## src/rtl/core/knapsack_01_dp_defines.svh

```systemverilog
// assertion macros shared by the knapsack engine modules
// expects signals named clk and rst_n in the including module
`ifndef KNAPSACK_01_DP_DEFINES_SVH
`define KNAPSACK_01_DP_DEFINES_SVH

// same-cycle implication, disabled during reset
`define KS01_ASSERT_HOLDS(lbl, ante, cons, msg) \
  lbl: assert property (@(posedge clk) disable iff (!rst_n) (ante) |-> (cons)) \
    else $error(msg);

// next-cycle implication, disabled during reset
`define KS01_ASSERT_NEXT(lbl, ante, cons, msg) \
  lbl: assert property (@(posedge clk) disable iff (!rst_n) (ante) |=> (cons)) \
    else $error(msg);

`endif

```

## src/rtl/core/ks01_pkg.sv

```systemverilog
// shared constants, types and helper functions of the knapsack engine
// no dependencies
package ks01_pkg;

  localparam int MAX_CAPACITY_ENTRIES = 1024;
  localparam int ADDR_W   = $clog2(MAX_CAPACITY_ENTRIES);
  localparam int VALUE_W  = 16;
  localparam int WEIGHT_W = 10;
  localparam int CAP_W    = 10;
  localparam int SUM_W    = 32;

  typedef logic [ADDR_W-1:0]   addr_t;
  typedef logic [VALUE_W-1:0]  val_t;
  typedef logic [WEIGHT_W-1:0] wgt_t;
  typedef logic [CAP_W-1:0]    cap_t;
  typedef logic [SUM_W-1:0]    sum_t;

  localparam cap_t CAP_RESET = cap_t'(1023);

  // controller to datapath
  typedef struct packed {
    logic load;        // latch the input item, point the counter at the capacity
    logic upd;         // issue table reads for one update step, count down
    logic sweep_init;  // clear best trackers, counter to zero
    logic sweep;       // issue one scan-and-clear step, count up
    logic emit;        // load the result register
  } cmd_t;

  // datapath to controller
  typedef struct packed {
    logic fits;        // object weight within capacity
    logic upd_done;    // counter has reached the object weight
    logic sweep_done;  // counter at the top table entry
    logic last;        // latched last-item flag
    logic out_busy;    // result register full and stalled
  } sts_t;

  // capacity clamped to the table
  function automatic addr_t eff_cap(input cap_t c);
    if (32'(c) > 32'(MAX_CAPACITY_ENTRIES - 1)) begin
      eff_cap = addr_t'(MAX_CAPACITY_ENTRIES - 1);
    end else begin
      eff_cap = addr_t'(c);
    end
  endfunction

  // saturating table entry plus object value
  function automatic sum_t sat_add(input sum_t a, input val_t v);
    logic [SUM_W:0] s;
    s = {1'b0, a} + {{(SUM_W + 1 - VALUE_W){1'b0}}, v};
    if (s[SUM_W]) begin
      sat_add = '1;
    end else begin
      sat_add = s[SUM_W-1:0];
    end
  endfunction

endpackage

```

## src/rtl/core/ks01_ctrl.sv

```systemverilog
// sequencing state machine of the knapsack engine
// depends on ks01_pkg and knapsack_01_dp_defines.svh
`include "knapsack_01_dp_defines.svh"

module ks01_ctrl (
  input  logic          clk,
  input  logic          rst_n,
  input  logic          in_valid,
  output logic          in_stall,
  input  ks01_pkg::sts_t sts,
  output ks01_pkg::cmd_t cmd
);
  import ks01_pkg::*;

  localparam logic [2:0] S_INIT  = 3'd0;
  localparam logic [2:0] S_IDLE  = 3'd1;
  localparam logic [2:0] S_UPD   = 3'd2;
  localparam logic [2:0] S_DRAIN = 3'd3;
  localparam logic [2:0] S_SWEEP = 3'd4;
  localparam logic [2:0] S_SWEND = 3'd5;
  localparam logic [2:0] S_EMIT  = 3'd6;

  logic [2:0] state_r, state_nxt;
  logic       emit_r, emit_nxt;

  always_comb begin
    state_nxt = state_r;
    emit_nxt  = emit_r;
    cmd       = '0;
    in_stall  = 1'b1;
    case (state_r)
      S_INIT: begin
        cmd.sweep_init = 1'b1;
        emit_nxt       = 1'b0;
        state_nxt      = S_SWEEP;
      end
      S_IDLE: begin
        in_stall = 1'b0;
        if (in_valid) begin
          cmd.load  = 1'b1;
          state_nxt = S_UPD;
        end
      end
      S_UPD: begin
        if (sts.fits) begin
          cmd.upd = 1'b1;
          if (sts.upd_done) begin
            state_nxt = S_DRAIN;
          end
        end else begin
          state_nxt = S_DRAIN;
        end
      end
      S_DRAIN: begin
        // last write of the object lands here
        if (sts.last) begin
          cmd.sweep_init = 1'b1;
          emit_nxt       = 1'b1;
          state_nxt      = S_SWEEP;
        end else begin
          state_nxt = S_IDLE;
        end
      end
      S_SWEEP: begin
        cmd.sweep = 1'b1;
        if (sts.sweep_done) begin
          state_nxt = S_SWEND;
        end
      end
      S_SWEND: begin
        state_nxt = emit_r ? S_EMIT : S_IDLE;
      end
      S_EMIT: begin
        if (!sts.out_busy) begin
          cmd.emit  = 1'b1;
          state_nxt = S_IDLE;
        end
      end
      default: begin
        state_nxt = S_INIT;
      end
    endcase
  end

  always_ff @(posedge clk) begin
    if (!rst_n) begin
      state_r <= S_INIT;
      emit_r  <= 1'b0;
    end else begin
      state_r <= state_nxt;
      emit_r  <= emit_nxt;
    end
  end

  `KS01_ASSERT_HOLDS(a_cmd_excl, 1'b1, $onehot0({cmd.load, cmd.upd, cmd.sweep_init, cmd.sweep, cmd.emit}), "ks01_ctrl: overlapping commands")
  `KS01_ASSERT_HOLDS(a_upd_fits, cmd.upd, sts.fits, "ks01_ctrl: update step for an object that does not fit")
  `KS01_ASSERT_NEXT(a_sweep_stop, (cmd.sweep && sts.sweep_done), !cmd.sweep, "ks01_ctrl: sweep ran past the table")

endmodule

```

## config.mk

```make
export PLATFORM = sky130hd
export DESIGN_NAME = ks01_ctrl
export DESIGN_NICKNAME = d
export VERILOG_FILES = /design/src/rtl/core/ks01_pkg.sv /design/src/rtl/core/ks01_ctrl.sv
export VERILOG_INCLUDE_DIRS = /design/src /design/src/rtl/core
export SDC_FILE = /design/constraint.sdc
export NUM_CORES = 1
export LEC_CHECK = 0
export ABC_AREA = 1
export BUFFER_PORTS_ARGS = -buffer_cell sky130_fd_sc_hd__buf_2
export CAP_MARGIN = 10
export CORE_AREA = 2 2 39 41
export CTS_BUF_LIST = sky130_fd_sc_hd__clkbuf_8
export CTS_CLUSTER_DIAMETER = 80
export DETAILED_ROUTE_END_ITERATION = 10
export DIE_AREA = 0 0 41 43
export PLACE_DENSITY_LB_ADDON = 0.15
export SETUP_SLACK_MARGIN = 0.1
export SLEW_MARGIN = 20
export SYNTH_ARGS = -nofsm -noshare
export SYNTH_HDL_FRONTEND = slang
export SYNTH_SLANG_ARGS = --single-unit
export TNS_END_PERCENT = 5
```

## constraint.sdc

```tcl
create_clock -name clk -period 1.3 [get_ports clk]
set_input_delay 0.065 -clock clk [delete_from_list [all_inputs] [get_ports clk]]
set_output_delay 0.065 -clock clk [all_outputs]
set_load 0.05 [all_outputs]
```

* Word level (Yosys, flattened, before mapping) *
Cells that the tools add are included.

cells by class
  reduce and logical (&&, ||, !) cells = 4
  muxes and demuxes = 20
  equality and inequality tests = 11

operator list
  cell                                            number
  two-way mux 3 bit                               7
  one-hot mux 3 bit (7 select lines)              1
  two-way mux 1 bit                               10
  == test 3 bit (second input constant)           3
  != test 2 bit (second input constant)           4
  == test 3 x 2 -> 1 bit (second input constant)  2
  one-hot mux 1 bit (2 select lines)              2
  AND reduction 4 bit                             1
  == test 3 x 1 -> 1 bit (second input constant)  1
  logical NOT 3 bit                               1
  != test 3 bit (second input constant)           1
  AND reduction 2 bit                             1
  nonzero test 2 bit                              1

storage, ports and cells
  input bits = 8
  register bits after elaboration = 4
  output and inout bits = 6
  logic and storage cells = 37

* Longest topological paths before layout *
  word-level depth = 3
  gate-level depth with buffers = 9
  gate-level depth less buffers = 8

* Worst setup path after synthesis *
OpenSTA, ideal clock, no wires.

  path type = register to output
  from = reg state_r[1]
  to = out cmd[4] (netlist bit)
  cell stages (with the launch flop) = 4
  required time = 1.235 ns
  buffers on the path = 0
  setup slack = -0.140 ns
  arrival = 1.375 ns
  cell sequence = dfxtp_1 > inv_2 > nand3_4 > nor2_1

RTL lines
  element                   RTL line         RTL
  start: declaration        ks01_ctrl.sv:23  logic [2:0] state_r, state_nxt;
  start signal: assignment  ks01_ctrl.sv:90  state_r <= state_nxt;
  end: declaration          ks01_ctrl.sv:11  output ks01_pkg::cmd_t cmd

==> results.txt <==
dpl cells = 97
Crit path arrival time = 1.10 ns
Slew Viols, Final = 0
fin cells = 102
die outline height = 43 um
FF-to-FF End = state_r[1]
Leak = 0.300 nW
post-route met1 wirelength = 409 um
Synth area leader = dfxtp_1
# setup viols final = 0
initial DRC count = 10
Synth Area in Simple Gates = 55.4%
Setup CP Type = reg -> out
hold_sp = rst_n
diode count = 0
routed len/inst = 9.74 um
Core Region = 0.00138 sq mm
I/O pin cnt = 14
layout cells sized above 1 = 41.9%
clk_skew = 0.00105 ns
DR vias = 471
initial core utilization = 26.1%
crit path launch type = flip-flop
Num CTS Buffers = 3
RSZ-0062 raised after global routing = true
Worst VDD drop = 764 uV
First-pass DRT Iterations = 4
CTS tree = yes
Req. time, crit path = 1.24 ns
combinational family with the most area after synthesis = simple AND/OR/NAND/NOR gates
Final period util = 89.7%
CP max FO = 4
clk sink count = 4
fin crit period = 1.17 ns
ys flop type = dfxtp_1
Hold/Removal Path Class = in -> reg
Layout fillers = 150
Compound-Gate Fraction of Synth Area = 7.96%
root buf cell = clkbuf_8
placer congestion estimate = 0.742
first-pass GRT wire length = 1500 um
Tightest Pin Transition = 0.247 ns
placed cell areas = 474 sq um
Worst slew margin = 83.6%
mux share of post-synthesis cell area = 0%
grt ovf = 0
maximum number of pins on one net before global-route repair = 7
sequential fraction of the synthesis area = 22.1%
top-count cell post-synth = nor2_1
Design Area, Final = 566 sq um
Mean Syn Cell Area = 5.56 sq um
nets = 96
Die Wd = 41 um
sequential standard cell area = 83.8 sq um
RR Startpoint = state_r[0]
pwr/cell area = 2250 mW/mm^2
Ys Warns = 0
met2 routed WL = 520 um
Fmax achieved = 0.858 GHz
met3 wire len = 54 um
Post-Synth XOR/XNOR Area = 0%
antenna violations before repair = 0
post-DP HPWL = 770 um
final hold violation count = 0
R2R Setup Slk = 0.19 ns
vias in the first global route = 403
H-tree depth = 1
Post-synth EDFFs = 0
Worst Setup End Kind = output pin
outcome = finished clean
max_cap viols = 0
Synth area leaders = dfxtp_1, nor2_1, nand2_1
Vias/cell = 4.62
Longest Clk Path Bufs = 2
pre-CTS worst setup slack = 0.141 ns
multi-input gate area in the final layout = 241 sq um
area of the mapped netlist = 362 sq um
worst r2r path cells = 7
Total Wirelength = 993 um
Seq cells post-synth = 4
top cells by count, synth = nor2_1, nand2_1, inv_1
area of the die = 0.00176 sq mm
Clk pin slew, worst setup/hold paths = 0.03 ns
Total Routing Usage GR = 12.3%
final worst slack = 0.134 ns
number of remaining DRC errors = 0
Netlist cell types = 13
WHS Path Cells = 3
post-route ant nets = 0
Post-CTS Hold Buffers = 0
hold worst-path end = state_r[1]
Site Rows = 14
Highest Signal Layer = met4
Syn Nets = 73
area share of the largest cell type after synthesis = 22.1%
adder-cell share of the synthesized area = 0%
Async SR Flop Fraction = 0%
Mapped Cells = 65
Worst Hold Slack = 0.104 ns
area grow syn2layout = 56.4%
PortBufs = 13
Clk Latency, worst-skew pair = 0.21 ns
==> worst max-delay path, stage by stage (launching register included) <==
cell,delay (ns)
dfxtp_2,0.35
buf_4,0.14
nand3_1,0.11
nor2_2,0.12
buf_6,0.17
==> cell type report <==
type,instances,share of cell area [%]
multi-input combinational,48,42.7
timing repair buffer,19,23.7
sequential,4,14.8
inverter,12,7.96
clock buffer,3,7.30
tap,16,3.54
==> timing repair <==
item                       in CTS  in global routing
buffers inserted                0                  2
setup endpoints to repair       4                  8
pin swaps                       0                  1
gates resized for setup         4                  9
==> where the power goes <==
group	switching, mW	internal, mW	total (mW)
combinational	0.519	0.290	0.808
clock	0.0573	0.197	0.254
sequential	0.0433	0.168	0.211
total	0.619	0.654	1.27
==> per-stage QoR <==
| step | util, % | TNS (ns) | total power [mW] |
|---|---|---|---|
| after detailed placement | 34.3 | 0 | 0.934 |
| final | 40.9 | 0 | 1.27 |
| after global placement | 34.3 | 0 | 0.949 |
| after global routing | 40.9 | 0 | 1.37 |
| after CTS | 38.0 | 0 | 1.22 |
| after floorplan | - | -0.0148 | 0.748 |
==> layout by cell type, fill, tap and decap left out, drive strengths merged <==
master / instances
a21oi: 4
buf: 18
clkbuf: 4
dfxtp: 4
inv: 12
nand2: 12
nand3: 9
nand4: 3
nor2: 17
nor3: 2
o21ai: 1
==> sequential cells by signal, summed over array words and instances, names as in the netlist <==
signal	cells
emit_r	1
state_r	3
==> per-layer routing <==
metal  up-vias  GRT usage [%]
li1        251              -
met1       206           15.4
met2        12           18.8
met3         2           4.71
met4         0           4.00
met5         -              0
==> how the worst max path moves through the flow <==
stage	startpoint	end	cells past startpoint
2_1_floorplan	state_r[0]	cmd[0]	4
3_3_place_gp	state_r[2]	state_r[2]	6
3_5_place_dp	state_r[2]	state_r[2]	6
4_1_cts	state_r[1]	cmd[3]	4
5_1_grt	state_r[1]	cmd[2]	4
6_report	state_r[1]	cmd[0]	4
==> kinds of logic (layout without fill, tap and decap cells) <==
kind of cell,Yosys count,after routing
simple gates,43,43
flops,4,4
buf+inv,13,34
compound gates,5,5
No activity file was read; power rests on OpenSTA's default activity.
